## src/lpma_pkg.sv

```systemverilog
// shared types, widths and codes of the link power mode advisor
package lpma_pkg;

  // table geometry
  localparam int MaxDevices = 8;
  localparam int IdxW       = $clog2(MaxDevices);
  localparam int CntW       = $clog2(MaxDevices + 1);

  // field widths
  localparam int AddrW = 48;
  localparam int ByteW = 32;
  localparam int TickW = 8;
  localparam int SumW  = ByteW + 2;

  // stream payload widths, padded to whole bytes
  localparam int InDataW  = AddrW + 2 * ByteW;
  localparam int OutDataW = ((AddrW + 1 + 7) / 8) * 8;

  // register reset values
  localparam logic [TickW-1:0] TicksRst   = 8'd4;
  localparam logic [ByteW-1:0] SniffRst   = 32'd1000;
  localparam logic [ByteW-1:0] UnsniffRst = 32'd1000;

  // input item kinds
  typedef enum logic [1:0] {
    RqReport = 2'd0,
    RqAdd    = 2'd1,
    RqRemove = 2'd2
  } req_type_e;

  // configuration register indexes
  typedef enum logic [1:0] {
    CfgTicks   = 2'd0,
    CfgSniff   = 2'd1,
    CfgUnsniff = 2'd2,
    CfgLink    = 2'd3
  } cfg_idx_e;

  // one table entry
  typedef struct packed {
    logic [AddrW-1:0] addr;
    logic [ByteW-1:0] total;
    logic [TickW-1:0] tick;
  } entry_t;

  // result of the shared add and compare unit
  typedef struct packed {
    logic [ByteW:0]   sum;
    logic [ByteW-1:0] sat;
    logic             lt;
  } calc_res_t;

endpackage

```

## src/lpma_calc.sv

```systemverilog
// shared adder with saturation and one magnitude comparator
module lpma_calc (
  input  logic                     acc_mode_i,
  input  logic [lpma_pkg::ByteW:0] op_a_i,
  input  logic [lpma_pkg::ByteW:0] op_b_i,
  input  logic [lpma_pkg::ByteW-1:0] cmp_ref_i,
  output lpma_pkg::calc_res_t      res_o
);
  import lpma_pkg::*;

  logic [SumW-1:0]  sum;
  logic [ByteW-1:0] sat;
  logic [SumW-1:0]  cmp_x;
  logic [SumW-1:0]  cmp_y;

  // wide add, saturated to the accumulator width
  assign sum = {1'b0, op_a_i} + {1'b0, op_b_i};
  assign sat = (|sum[SumW-1:ByteW]) ? '1 : sum[ByteW-1:0];

  // accumulate: saturated total below reference; sum phase: reference below sum
  assign cmp_x = acc_mode_i ? {2'b00, sat} : {2'b00, cmp_ref_i};
  assign cmp_y = acc_mode_i ? {2'b00, cmp_ref_i} : sum;

  assign res_o.sum = sum[ByteW:0];
  assign res_o.sat = sat;
  assign res_o.lt  = cmp_x < cmp_y;

endmodule

```

## src/link_power_mode_advisor.sv

```systemverilog
// link power mode advisor: entry table, walk sequencer and result stream
// sequence: add and ignored items pass through setup and return to idle; remove reads
// each of the at most 8 stored entries and compacts the survivors; report reads each stored
// entry, may emit requests for a matching one and closes the run in a finish step; a report
// waits while a held request meets a stalled output word
// throughput: one word at a time; the entry table has one read port, so each entry visited
// takes a read step before its compare step, and tready stays low until the item is done
// reset: registers return to their defaults, the table is empty, stored entries are not cleared
module link_power_mode_advisor (
  input  logic                            clk_i,
  input  logic                            rst_ni,
  // configuration write port
  input  logic                            cfg_we_i,
  input  lpma_pkg::cfg_idx_e              cfg_idx_i,
  input  logic [lpma_pkg::ByteW-1:0]      cfg_data_i,
  // input stream
  input  logic                            s_axis_tvalid_i,
  output logic                            s_axis_tready_o,
  input  logic [lpma_pkg::InDataW-1:0]    s_axis_tdata_i,  // dev_addr, bytes_sent, bytes_received
  input  logic [1:0]                      s_axis_tuser_i,  // req_type
  // output stream
  output logic                            m_axis_tvalid_o,
  input  logic                            m_axis_tready_i,
  output logic [lpma_pkg::OutDataW-1:0]   m_axis_tdata_o,  // mode_request, target_addr, zero pad
  output logic                            m_axis_tlast_o
);
  import lpma_pkg::*;

  typedef enum logic [2:0] {
    StIdle,
    StSetup,
    StRead,
    StCalc,
    StEmitDec,
    StEmitUns,
    StFinish
  } state_e;

  // sequencer state
  state_e           state_q, state_d;
  req_type_e        type_q, type_d;
  logic [AddrW-1:0] addr_q, addr_d;
  logic [ByteW-1:0] sent_q, sent_d;
  logic [ByteW-1:0] recv_q, recv_d;
  logic [ByteW:0]   sum_q, sum_d;
  logic             big_q, big_d;
  logic [IdxW-1:0]  idx_q, idx_d;
  logic [CntW-1:0]  keep_q, keep_d;
  logic [CntW-1:0]  count_q, count_d;
  logic             dec_v_q, dec_v_d;
  logic             dec_mode_q, dec_mode_d;
  logic             uns_v_q, uns_v_d;
  logic             pend_v_q, pend_v_d;
  logic             pend_mode_q, pend_mode_d;

  // configuration registers
  logic [TickW-1:0] ticks_q, ticks_d;
  logic [ByteW-1:0] sniff_q, sniff_d;
  logic [ByteW-1:0] unsniff_q, unsniff_d;
  logic             link_q, link_d;

  // output register
  logic             m_valid_q, m_valid_d;
  logic             m_mode_q, m_mode_d;
  logic [AddrW-1:0] m_addr_q, m_addr_d;
  logic             m_last_q, m_last_d;

  // entry table
  entry_t           entry_mem_q [MaxDevices];
  entry_t           rd_q;
  logic             rd_en;
  logic             mem_we;
  logic [IdxW-1:0]  mem_wa;
  entry_t           mem_wd;

  // shared unit
  logic             acc_mode;
  calc_res_t        calc_res;

  logic             out_free;
  logic             last_ent;
  logic             addr_match;
  logic [TickW-1:0] tick_inc;
  logic             fire;

  lpma_calc u_calc (
    .acc_mode_i (acc_mode),
    .op_a_i     (acc_mode ? {1'b0, rd_q.total} : {1'b0, sent_q}),
    .op_b_i     (acc_mode ? sum_q : {1'b0, recv_q}),
    .cmp_ref_i  (acc_mode ? sniff_q : unsniff_q),
    .res_o      (calc_res)
  );

  assign acc_mode   = (state_q == StCalc);
  assign out_free   = !m_valid_q || m_axis_tready_i;
  assign last_ent   = (CntW'(idx_q) + CntW'(1)) == count_q;
  assign addr_match = (rd_q.addr == addr_q);
  assign tick_inc   = rd_q.tick + TickW'(1);
  assign fire       = (tick_inc == ticks_q);

  // next state of sequencer, configuration and output register
  always_comb begin
    state_d     = state_q;
    type_d      = type_q;
    addr_d      = addr_q;
    sent_d      = sent_q;
    recv_d      = recv_q;
    sum_d       = sum_q;
    big_d       = big_q;
    idx_d       = idx_q;
    keep_d      = keep_q;
    count_d     = count_q;
    dec_v_d     = dec_v_q;
    dec_mode_d  = dec_mode_q;
    uns_v_d     = uns_v_q;
    pend_v_d    = pend_v_q;
    pend_mode_d = pend_mode_q;
    ticks_d     = ticks_q;
    sniff_d     = sniff_q;
    unsniff_d   = unsniff_q;
    link_d      = link_q;
    m_valid_d   = m_valid_q;
    m_mode_d    = m_mode_q;
    m_addr_d    = m_addr_q;
    m_last_d    = m_last_q;
    rd_en       = 1'b0;
    mem_we      = 1'b0;
    mem_wa      = idx_q;
    mem_wd      = rd_q;

    // output word taken
    if (m_valid_q && m_axis_tready_i) begin
      m_valid_d = 1'b0;
    end

    // register writes
    if (cfg_we_i) begin
      unique case (cfg_idx_i)
        CfgTicks:   ticks_d   = cfg_data_i[TickW-1:0];
        CfgSniff:   sniff_d   = cfg_data_i;
        CfgUnsniff: unsniff_d = cfg_data_i;
        CfgLink:    link_d    = cfg_data_i[0];
      endcase
    end

    unique case (state_q)
      StIdle: begin
        if (s_axis_tvalid_i) begin
          type_d  = req_type_e'(s_axis_tuser_i);
          addr_d  = s_axis_tdata_i[AddrW-1:0];
          sent_d  = s_axis_tdata_i[AddrW +: ByteW];
          recv_d  = s_axis_tdata_i[AddrW+ByteW +: ByteW];
          idx_d   = '0;
          keep_d  = '0;
          state_d = StSetup;
        end
      end

      StSetup: begin
        case (type_q)
          RqReport: begin
            sum_d   = calc_res.sum;
            big_d   = calc_res.lt && link_q;
            state_d = (count_q != '0) ? StRead : StFinish;
          end
          RqAdd: begin
            // a full table drops the add
            if (count_q < CntW'(MaxDevices)) begin
              mem_we      = 1'b1;
              mem_wa      = count_q[IdxW-1:0];
              mem_wd.addr  = addr_q;
              mem_wd.total = '0;
              mem_wd.tick  = '0;
              count_d     = count_q + CntW'(1);
            end
            state_d = StIdle;
          end
          RqRemove: begin
            state_d = (count_q != '0) ? StRead : StIdle;
          end
          default: begin
            state_d = StIdle;
          end
        endcase
      end

      StRead: begin
        rd_en   = 1'b1;
        state_d = StCalc;
      end

      StCalc: begin
        if (type_q == RqRemove) begin
          // compact: copy survivors down to the keep index
          if (!addr_match) begin
            mem_we = 1'b1;
            mem_wa = keep_q[IdxW-1:0];
            keep_d = keep_q + CntW'(1);
          end
          if (last_ent) begin
            count_d = keep_q + CntW'(!addr_match);
            state_d = StIdle;
          end else begin
            idx_d   = idx_q + IdxW'(1);
            state_d = StRead;
          end
        end else if (addr_match) begin
          // accumulate, count the tick and decide at the period
          mem_we       = 1'b1;
          mem_wd.total = (fire && link_q) ? '0 : calc_res.sat;
          mem_wd.tick  = fire ? '0 : tick_inc;
          dec_v_d      = fire && link_q;
          dec_mode_d   = !calc_res.lt;
          uns_v_d      = big_q;
          state_d      = StEmitDec;
        end else if (last_ent) begin
          state_d = StFinish;
        end else begin
          idx_d   = idx_q + IdxW'(1);
          state_d = StRead;
        end
      end

      StEmitDec: begin
        // the held request moves out once a newer one exists
        if (!dec_v_q) begin
          state_d = StEmitUns;
        end else if (!pend_v_q || out_free) begin
          if (pend_v_q) begin
            m_valid_d = 1'b1;
            m_mode_d  = pend_mode_q;
            m_addr_d  = addr_q;
            m_last_d  = 1'b0;
          end
          pend_v_d    = 1'b1;
          pend_mode_d = dec_mode_q;
          state_d     = StEmitUns;
        end
      end

      StEmitUns: begin
        if (!uns_v_q || !pend_v_q || out_free) begin
          if (uns_v_q) begin
            if (pend_v_q) begin
              m_valid_d = 1'b1;
              m_mode_d  = pend_mode_q;
              m_addr_d  = addr_q;
              m_last_d  = 1'b0;
            end
            pend_v_d    = 1'b1;
            pend_mode_d = 1'b1;
          end
          if (last_ent) begin
            state_d = StFinish;
          end else begin
            idx_d   = idx_q + IdxW'(1);
            state_d = StRead;
          end
        end
      end

      StFinish: begin
        // the held request closes the run
        if (!pend_v_q) begin
          state_d = StIdle;
        end else if (out_free) begin
          m_valid_d = 1'b1;
          m_mode_d  = pend_mode_q;
          m_addr_d  = addr_q;
          m_last_d  = 1'b1;
          pend_v_d  = 1'b0;
          state_d   = StIdle;
        end
      end

      default: begin
        state_d = StIdle;
      end
    endcase
  end

  // state and registered outputs
  always_ff @(posedge clk_i or negedge rst_ni) begin
    if (!rst_ni) begin
      state_q     <= StIdle;
      type_q      <= RqReport;
      addr_q      <= '0;
      sent_q      <= '0;
      recv_q      <= '0;
      sum_q       <= '0;
      big_q       <= 1'b0;
      idx_q       <= '0;
      keep_q      <= '0;
      count_q     <= '0;
      dec_v_q     <= 1'b0;
      dec_mode_q  <= 1'b0;
      uns_v_q     <= 1'b0;
      pend_v_q    <= 1'b0;
      pend_mode_q <= 1'b0;
      ticks_q     <= TicksRst;
      sniff_q     <= SniffRst;
      unsniff_q   <= UnsniffRst;
      link_q      <= 1'b0;
      m_valid_q   <= 1'b0;
      m_mode_q    <= 1'b0;
      m_addr_q    <= '0;
      m_last_q    <= 1'b0;
    end else begin
      state_q     <= state_d;
      type_q      <= type_d;
      addr_q      <= addr_d;
      sent_q      <= sent_d;
      recv_q      <= recv_d;
      sum_q       <= sum_d;
      big_q       <= big_d;
      idx_q       <= idx_d;
      keep_q      <= keep_d;
      count_q     <= count_d;
      dec_v_q     <= dec_v_d;
      dec_mode_q  <= dec_mode_d;
      uns_v_q     <= uns_v_d;
      pend_v_q    <= pend_v_d;
      pend_mode_q <= pend_mode_d;
      ticks_q     <= ticks_d;
      sniff_q     <= sniff_d;
      unsniff_q   <= unsniff_d;
      link_q      <= link_d;
      m_valid_q   <= m_valid_d;
      m_mode_q    <= m_mode_d;
      m_addr_q    <= m_addr_d;
      m_last_q    <= m_last_d;
    end
  end

  // entry table: one write port, one registered read port
  always_ff @(posedge clk_i) begin
    if (mem_we) begin
      entry_mem_q[mem_wa] <= mem_wd;
    end
    if (rd_en) begin
      rd_q <= entry_mem_q[idx_q];
    end
  end

  assign s_axis_tready_o = (state_q == StIdle);
  assign m_axis_tvalid_o = m_valid_q;
  assign m_axis_tdata_o  = {{(OutDataW - AddrW - 1){1'b0}}, m_addr_q, m_mode_q};
  assign m_axis_tlast_o  = m_last_q;

endmodule

```

## config.mk

```make
export PLATFORM = sky130hd
export DESIGN_NAME = link_power_mode_advisor
export DESIGN_NICKNAME = d
export VERILOG_FILES = /design/src/lpma_pkg.sv /design/src/lpma_calc.sv /design/src/link_power_mode_advisor.sv
export SDC_FILE = /design/constraint.sdc
export NUM_CORES = 1
export LEC_CHECK = 0
export BUFFER_PORTS_ARGS = -buffer_cell sky130_fd_sc_hd__buf_4
export CAP_MARGIN = 10
export CORE_MARGIN = 5
export CORE_UTILIZATION = 55
export CTS_BUF_LIST = sky130_fd_sc_hd__clkbuf_4 sky130_fd_sc_hd__clkbuf_8 sky130_fd_sc_hd__clkbuf_16
export CTS_CLUSTER_DIAMETER = 100
export DETAILED_ROUTE_END_ITERATION = 8
export PLACE_DENSITY_LB_ADDON = 0.25
export RECOVER_POWER = 25
export SLEW_MARGIN = 20
export SYNTH_ARGS = -nofsm -noshare
export SYNTH_HDL_FRONTEND = slang
export SYNTH_SLANG_ARGS = --single-unit
export TNS_END_PERCENT = 5
```

## constraint.sdc

```tcl
create_clock -name clk_i -period 8.15 [get_ports clk_i]
set_input_delay 0.4075 -clock clk_i [delete_from_list [all_inputs] [get_ports clk_i]]
set_output_delay 0.4075 -clock clk_i [all_outputs]
set_load 0.05 [all_outputs]
```

==> results of run 1 <==
==> routing by layer <==
layer	track usage (%)	vias to the layer above	part of all wire [%]
met4	6.45	2	2.8
met3	3.69	167	6.8
met5	0	-	0.017
met1	33.9	13600	42
li1	-	11700	-
met2	39.4	972	49
==> what timing repair did <==
item | CTS | global route
endpoints found under the hold margin | 251 | 0
hold buffers | 144 | 0
setup endpoints to repair | 0 | 1
==> power by group through the flow <==
stage	Clock, mW	Combinational, mW	Sequential [mW]
global route	5.70	9.57	8.54
floorplan	0	6.38	8.16
finish	5.33	8.73	8.42
detailed placement	0	8.55	8.52
global placement	0	8.35	8.46
CTS	5.44	8.68	8.43
==> cells by family (layout without fill, tap and decap cells) <==
logic type	after synthesis	in the layout	share of synthesized area, %
AOI/OAI and AO/OA	292	293	3.97
xor gates and xnor gates	93	93	1.75
adders and majority gates	71	71	1.93
buffers and inverters	176	621	1.54
DFF	1083	1083	66.8
muxes	606	606	18.9
other	1	7	0.00806
and+or+nand+nor	540	540	5.11
==> cell type report <==
class                   count  share of cell area, %
clock buffers             150                   5.82
well taps                1134                   2.60
flip-flops and latches   1083                   57.1
repair buffers            393                   5.70
clock inverters            57                   1.41
inverters                  21                  0.145
multi-input cells        1610                   27.3
==> through the flow <==
| step | total power [mW] | area [um^2] | worst slack, ps | hold WS, ps | TNS, ps |
|---|---|---|---|---|---|
| 3_5_place_dp | 17.1 | 49300 | 618 | 471 | 0 |
| 4_1_cts | 22.5 | 54700 | 578 | 3.54 | 0 |
| 3_3_place_gp | 16.8 | 49300 | 854 | 464 | 0 |
| 2_1_floorplan | 14.5 | 46500 | -843 | 112 | -74200 |
| 6_report | 22.5 | 54500 | 485 | 40.3 | 0 |
| 5_1_grt | 23.8 | 54500 | 44.2 | 9.88 | 0 |
==> path summary, 6_finish.rpt <==
path	startpoint	endpoint	slack, ps	cells past startpoint
min	cfg_data_i[6]	ticks_q[6]	40	2
max	state_q[2]	big_q	490	24
max in group asynchronous	rst_ni	addr_q[20]	1970	3
min reg2reg	sum_q[26]	sum_q[26]	490	2
min in group asynchronous	rst_ni	recv_q[5]	2290	2
max reg2reg	state_q[2]	big_q	490	24
==> registers in the layout (all words and copies together) (netlist names), 2 cells and up <==
name and cells:
type_q 2, recv_q 32, idx_q 3, ticks_q 8
unsniff_q 32, sniff_q 32, sum_q 33, entry_mem_q 704
addr_q 48, keep_q 4, rd_q 88, count_q 4
m_addr_q 48, sent_q 32, state_q 3
==> synth_stat cells (20+ instances only) <==
cell	count	area [um^2]
a21oi_1	55	275
xor2_1	67	587
o21ai_0	113	566
a21o_1	20	150
mux2i_1	29	290
nor2_1	72	270
nand2_1	328	1230
xnor2_1	26	228
inv_1	21	78.8
mux4_2	176	3960
clkbuf_1	95	357
edfxtp_1	792	23800
dfrtp_1	278	6960
buf_1	39	146
mux2_2	401	4520
ha_1	70	876
==> worst register-to-register path: cells and delay by family, from the launching register on <==
kind	cells	cell delay, ps
AND/OR/NAND/NOR	11	3060
multiplexers	1	270
AO/OA/AOI/OAI	8	2830
buffers and inverters	2	550
adder cells (fa/ha/maj)	2	460
flip-flops	1	370
==> cells in the final DEF (no fill, tap or decap), drive strengths merged, types with 20 or more instances in the layout <==
cell,instances
a21oi,55
mux4,176
dlygate4sd3,144
buf,187
mux2i,29
a21o,20
dfrtp,278
o21ai,116
clkinv,29
edfxtp,792
nor2,72
clkbuf,212
ha,70
xor2,67
inv,27
xnor2,26
mux2,401
nand2,328
==> results by stage, run 1 <==
Status:
- The flow ran to the end, but the final reports show violations.
- The final reports fail on capacitance limit, slew limit.

Clock network:
- The number of levels the H-tree was split into is 3.
- TritonCTS built the clock tree.
- The clock-pin slew on the worst setup and hold paths is 60 ps.
- Buffers inserted during clock tree synthesis total 109.
- The worst-skew pair later-pin latency is 690 ps.
- The sink count of the clock tree is 1083.
- Counting along the longest clock path gives a buffer depth of 3.
- The cell at the root of the clock tree is clkbuf_16.
- Buffers added to address setup during post-CTS repair amount to 0.
- The number of gates given a new drive strength after cts is 0.

Pwr:
- The cell-internal power is 14.5 mW.
- The switching share of power is 35.5%.
- The share of total power dissipated in the clock network is 23.7%.
- The sequential power share is 37.5%.
- Dividing total power by cell area gives a power density of 413 nW/um^2.
- Summed over all nets, the switching power comes to 7.99 mW.
- IR analysis of the VDD net gives a maximum drop of 0.273 mV.
- The combinational group share of total power is 38.8%.
- The analysis attributes to cell leakage a power of 20.2 nW.

Synthesis:
- The register area share after synthesis is 66.8%.
- The number of different library cells in the post-synthesis netlist is 76.
- Counting flops with an async set or reset pin after synthesis yields a share of 26.9%.
- Counting flops with a built-in enable in the synthesized netlist gives 792.
- Yosys printed 0 warnings.
- Synthesis produced 2862 cells.
- For this run, the leading register cell type out of synthesis is edfxtp_1.
- Dividing the synthesized area by the synthesized cell count gives 16.2 um^2.
- The combined area of all synthesized cells is 46500 um^2.
- In this run, synthesis produced a sequential element count of 1083.

Setup path:
- The signal on the critical path passes through buf_4, nor2b_1, and2_2, buf_12, nand2_1, nand2_1, ha_1, and3_1, nand4_1, o21bai_1, a31oi_1, a21oi_1, a31oi_2, nor2_1, o21ai_0, ha_1, nand4_1, nor4_1, and3_1, a22o_1, nor4_1, a22oi_1, a31oi_1, mux2_2.
- The standard cell with the maximum stage delay on the critical path is a31oi_2.
- By startpoint and endpoint, the worst setup path is classified as reg -> reg.
- At the worst endpoint, the required time is 8680 ps.
- The critical path's top delay family is simple AND/OR/NAND/NOR gates.
- The worst setup path is launched from a flip-flop.
- Data on the critical path arrives at its endpoint at 8190 ps.
- The worst stage delay on the critical path is 1000 ps.
- The element type at the critical path end is a flip-flop.
- The maximum fanout count along the critical path is 53.
- The number of buffer and inverter stages on the critical path is 2.

Floorplan:
- The floorplan has 106 rows.
- The core area is 83800 um^2.
- The horizontal die dimension is 301 um.
- The boundary pin count is 212.
- The die footprint is 90500 um^2.
- The starting utilization of the core area is 55.5%.
- In this run the vertical extent of the chip is 301 um.

Place:
- The number of placed instances, taps included is 4096.
- The number of port buffers is 204.
- At the end of routability-driven placement, the weighted congestion stood at 0.884.
- The wire-length estimate of the detail-placed layout is 65.0 mm.

Cells and area:
- The number of antenna diodes in the final layout is 0.
- Once layout is complete, the utilization of the core stands at 65.0%.
- The final standard cell count with taps included and fillers excluded is 4448.
- The fraction of layout cells with a size suffix above 1 is 30.5%.
- After the last flow step, the layout net total stands at 3442.
- Summing all flip-flop and latch instances after layout gives 31100 um^2.
- The area of the multi-input gates is 14900 um^2.
- The growth of design area from synthesis to finish is 17.2%.
- The number of filler instances in the final layout is 5863.

GRT:
- Global routing used 23.9% of the available tracks.
- The total congestion overflow is 0.
- The pin count of the biggest net entering global routing is 93.
- The via count of the first global-routing pass is 27800.
- The first global-routing pass estimated 166 mm of wire.
- The initial antenna violation count was 1.

STA:
- Setup repair after global routing left no endpoint under its margin.
- Setup violations remaining at the end of the flow were counted as 0.
- In this run the tightest slew margin relative to its limit is -260%.
- The total count of max-transition violations in the final report is 553.
- For this run, the top clock speed supported by timing is 130 MHz.
- The worst path in the final design needs a cycle of 7660 ps, including I/O delays and setup.
- The final critical path takes up 94.0% of the cycle.
- The slew of the pin with the lowest slew margin is 5400 ps.
- The largest clock skew in the final design is 47.5 ps.
- The hold violation count in the final report is 0.

Drt:
- The overall routed net length is 108 mm.
- After detailed routing, the average wire length per cell comes to 24.2 um.
- The number of design-rule violations left by the first detailed-router iteration is 2083.
- The final route contains 26500 vias.
- Dividing the detail-routed via count by the number of cells gives 5.95.
- After detailed routing, the number of remaining DRC violations is 0.
- The number of routed nets with antenna violations is 0.
- The number of optimization iterations in the first detailed-route pass is 5.

Hold path:
- In this run the worst hold path is classified as in -> reg.

Job:
- The number of max-capacitance violations reported is 10.
No activity file was read; power rests on OpenSTA's default activity.
==> run 2: changes to the inputs <==
- RECOVER_POWER: 25 -> default
- REMOVE_ABC_BUFFERS: default -> 1
- clock period: 8.15 -> 7.97 ns (I/O delays scaled with it)
==> results by stage, run 2 (synthesis results as in run 1) <==
Drt:
- After detailed routing, the number of remaining DRC violations is 0.
- The first routing iteration left 2187 violations.
- The number of routed nets with antenna violations is 0.
- The overall routed net length is 108 mm.
- The via total after detailed routing is 26400.
- The number of optimization iterations in the first detailed-route pass is 6.
- After detailed routing, the average wire length per cell comes to 24.4 um.
- Dividing the detail-routed via count by the number of cells gives 5.94.

Cells and area:
- The fraction of layout cells with a size suffix above 1 is 32.4%.
- The finished layout holds 4446 standard cells, fillers aside.
- The register with the most flip-flops in the layout has 704 of them.
- The growth of design area from synthesis to finish is 17.7%.
- The final-stage net count is 3442.
- The repair_antennas step left the layout with diodes totalling 0.
- Leaving out fill and tap cells, the most frequent cell in the layout is edfxtp_1.
- The filler cells instantiated in the layout total 5758.
- In the final layout, the registers with the most flip-flops are entry_mem_q x704, rd_q x88.
- The sequential cells in the finished layout cover a total of 31100 um^2.
- In the layout the commonest cells are 792 x edfxtp_1, 401 x mux2_2, 325 x nand2_1, 275 x dfrtp_1, 240 x buf_4.
- More flip-flops sit in one register than any other, and that register is entry_mem_q.
- The area of the multi-input gates is 14800 um^2.

Clock network:
- The number of levels the H-tree was split into is 3.
- The number of setup buffers added after CTS is 0.
- The number of gates given a new drive strength after cts is 0.
- The number of hold buffers added after cts is 144.
- The number of buffers between clock root and the deepest sink is 3.
- The clock-pin slew on the worst setup and hold paths is 60 ps.
- TritonCTS built the clock tree.
- TritonCTS created 106 clock buffers.
- The clock drives 1083 sinks.
- The worst-skew pair later-pin latency is 680 ps.
- The cell at the root of the clock tree is clkbuf_16.

STA:
- Static timing analysis puts the maximum clock frequency at 139 MHz.
- The post-layout minimum cycle time is 7190 ps.
- The headroom to the max-slew limit is 23.9%.
- The clock arrives with 43.8 ps of skew.
- The total count of max-transition violations in the final report is 0.
- For the pin with the worst max-slew slack, the measured transition is 1140 ps.
- Setup repair after global routing left no endpoint under its margin.
- Final hold analysis gives a worst-case slack of 44.3 ps.
- Setup violations remaining at the end of the flow were counted as 0.
- The hold violation count in the final report is 0.
- The share of the cycle needed by the critical path after routing is 90.2%.

Setup path:
- The standard cell with the maximum stage delay on the critical path is nor4_1.
- Along the worst path, the maximum fanout reaches 94.
- The element type at the critical path end is a flip-flop.
- The reg-to-reg setup timing slack is 780 ps.
- For the worst setup path, the data required time is 8490 ps.
- The setup path with the least slack is of type reg -> reg.
- The worst register-to-register path ends at big_q.
- The worst register-to-register path begins at state_q[2].
- Walking the worst path, the cells encountered are nor2b_1, nand2_4, buf_12, nand2_1, nand2_1, ha_1, nand4_1, nor3_1, o21bai_1, a31oi_1, a21oi_1, a31oi_4, buf_4, nor2_1, o21ai_0, ha_1, nand4_1, nor4_1, and3_1, a22o_1, nor4_1, a22oi_1, a31oi_1, mux2_2.
- Counting cells, the worst reg-to-reg path comes to 24.
- The category of the worst setup path launch point is a flip-flop.
- For the worst setup path, the data arrival time is 7710 ps.
- The worst setup path endpoint is big_q.
- The worst stage delay on the critical path is 680 ps.
- The startpoint of the most critical setup path is state_q[2].

Job:
- The number of max-capacitance violations reported is 0.

Floorplan:
- The die footprint is 90500 um^2.
- The floorplan has 106 rows.
- The starting utilization of the core area is 55.5%.
- In this run the vertical extent of the chip is 301 um.
- The core region is 83800 um^2.
- The boundary pin count is 212.
- The die is 301 um wide.

Place:
- The number of placed instances, taps included, is 4097.
- The half-perimeter wire length after detailed placement is 65.7 mm.
- The weighted congestion at the end of routability-driven global placement is 0.897.
- The number of port buffers is 204.

Pwr:
- The power density over the cells is 417 nW/um^2.
- The leakage power of the design is 20.4 nW.
- Across the VDD grid, the largest voltage drop is 0.209 mV.

GRT:
- Entering global routing, the biggest net connects 146 pins.
- The global-route wire length before repair is 166 mm.
- The via count of the first global-routing pass is 27800.
- The total overflow left after global routing is 0.
- The initial antenna violation count is 1.
- Global routing consumed, over all layers together, 24.1% of the routing resources.

Status:
- The run finished with clean final reports.

Hold path:
- In this run the worst hold path is classified as in -> reg.
- The worst hold path passes through 2 cells.
run 2: cell count changes in the layout (fill, tap and decap cells not counted), moves of 4 or more:
cell,before,now
clkinv_2,15,22
clkbuf_1,58,0
clkbuf_8,16,12
buf_12,1,8
clkbuf_2,4,0
clkbuf_4,23,17
buf_4,184,240
run 2: stage by stage:
stage / worst slack [ps] / setup TNS (ps) / area, um^2 / util (%) / total power, mW
final: 780 / 0 / 54700 / 65.3 / 22.8
after global routing: 277 / 0 / 54700 / 65.3 / 24.2
after CTS: 847 / 0 / 54600 / 65.2 / 22.9
after detailed placement: 888 / 0 / 49400 / 58.9 / 17.5
after global placement: 1080 / 0 / 49400 / 58.9 / 17.3
after floorplan: -6730 / -2634240 / 45900 / - / 15.2
run 2: routing by layer:
layer	vias up	share of wire, %	track usage (%)
li1	11700	-	-
met1	13700	42	33.3
met2	831	50	41.1
met3	161	5.8	3.08
met4	0	2.3	6.11
met5	-	0	0
run 2: area by class of cell:
type                    instances  share of cell area [%]
inverters                      21                   0.144
clock buffers                 138                    5.52
flip-flops and latches       1083                    56.8
repair buffers                397                    6.42
multi-input cells            1609                    27.1
well taps                    1134                    2.59
clock inverters                64                    1.40
run 2: worst min path at each step:
stage,from,to
3_3_place_gp,sum_q[20],sum_q[20]
5_1_grt,cfg_data_i[3],unsniff_q[3]
4_1_cts,cfg_data_i[7],unsniff_q[7]
3_5_place_dp,sum_q[22],sum_q[22]
6_report,cfg_data_i[7],ticks_q[7]
2_1_floorplan,rst_ni,addr_q[0]
run 2: critical path, delay by kind of cell, from the launching register on:
kind	cells	cell delay, ps
and+or+nand+nor	11	3010
AOI/OAI and AO/OA	8	1980
buffers and inverters	2	740
adders and majority gates	2	540
DFF	1	380
muxes	1	260
run 2: where the power goes:
part	internal [mW]	switching [mW]
combinational	3.72	5.24
sequential	7.82	0.802
clock	3.09	2.17
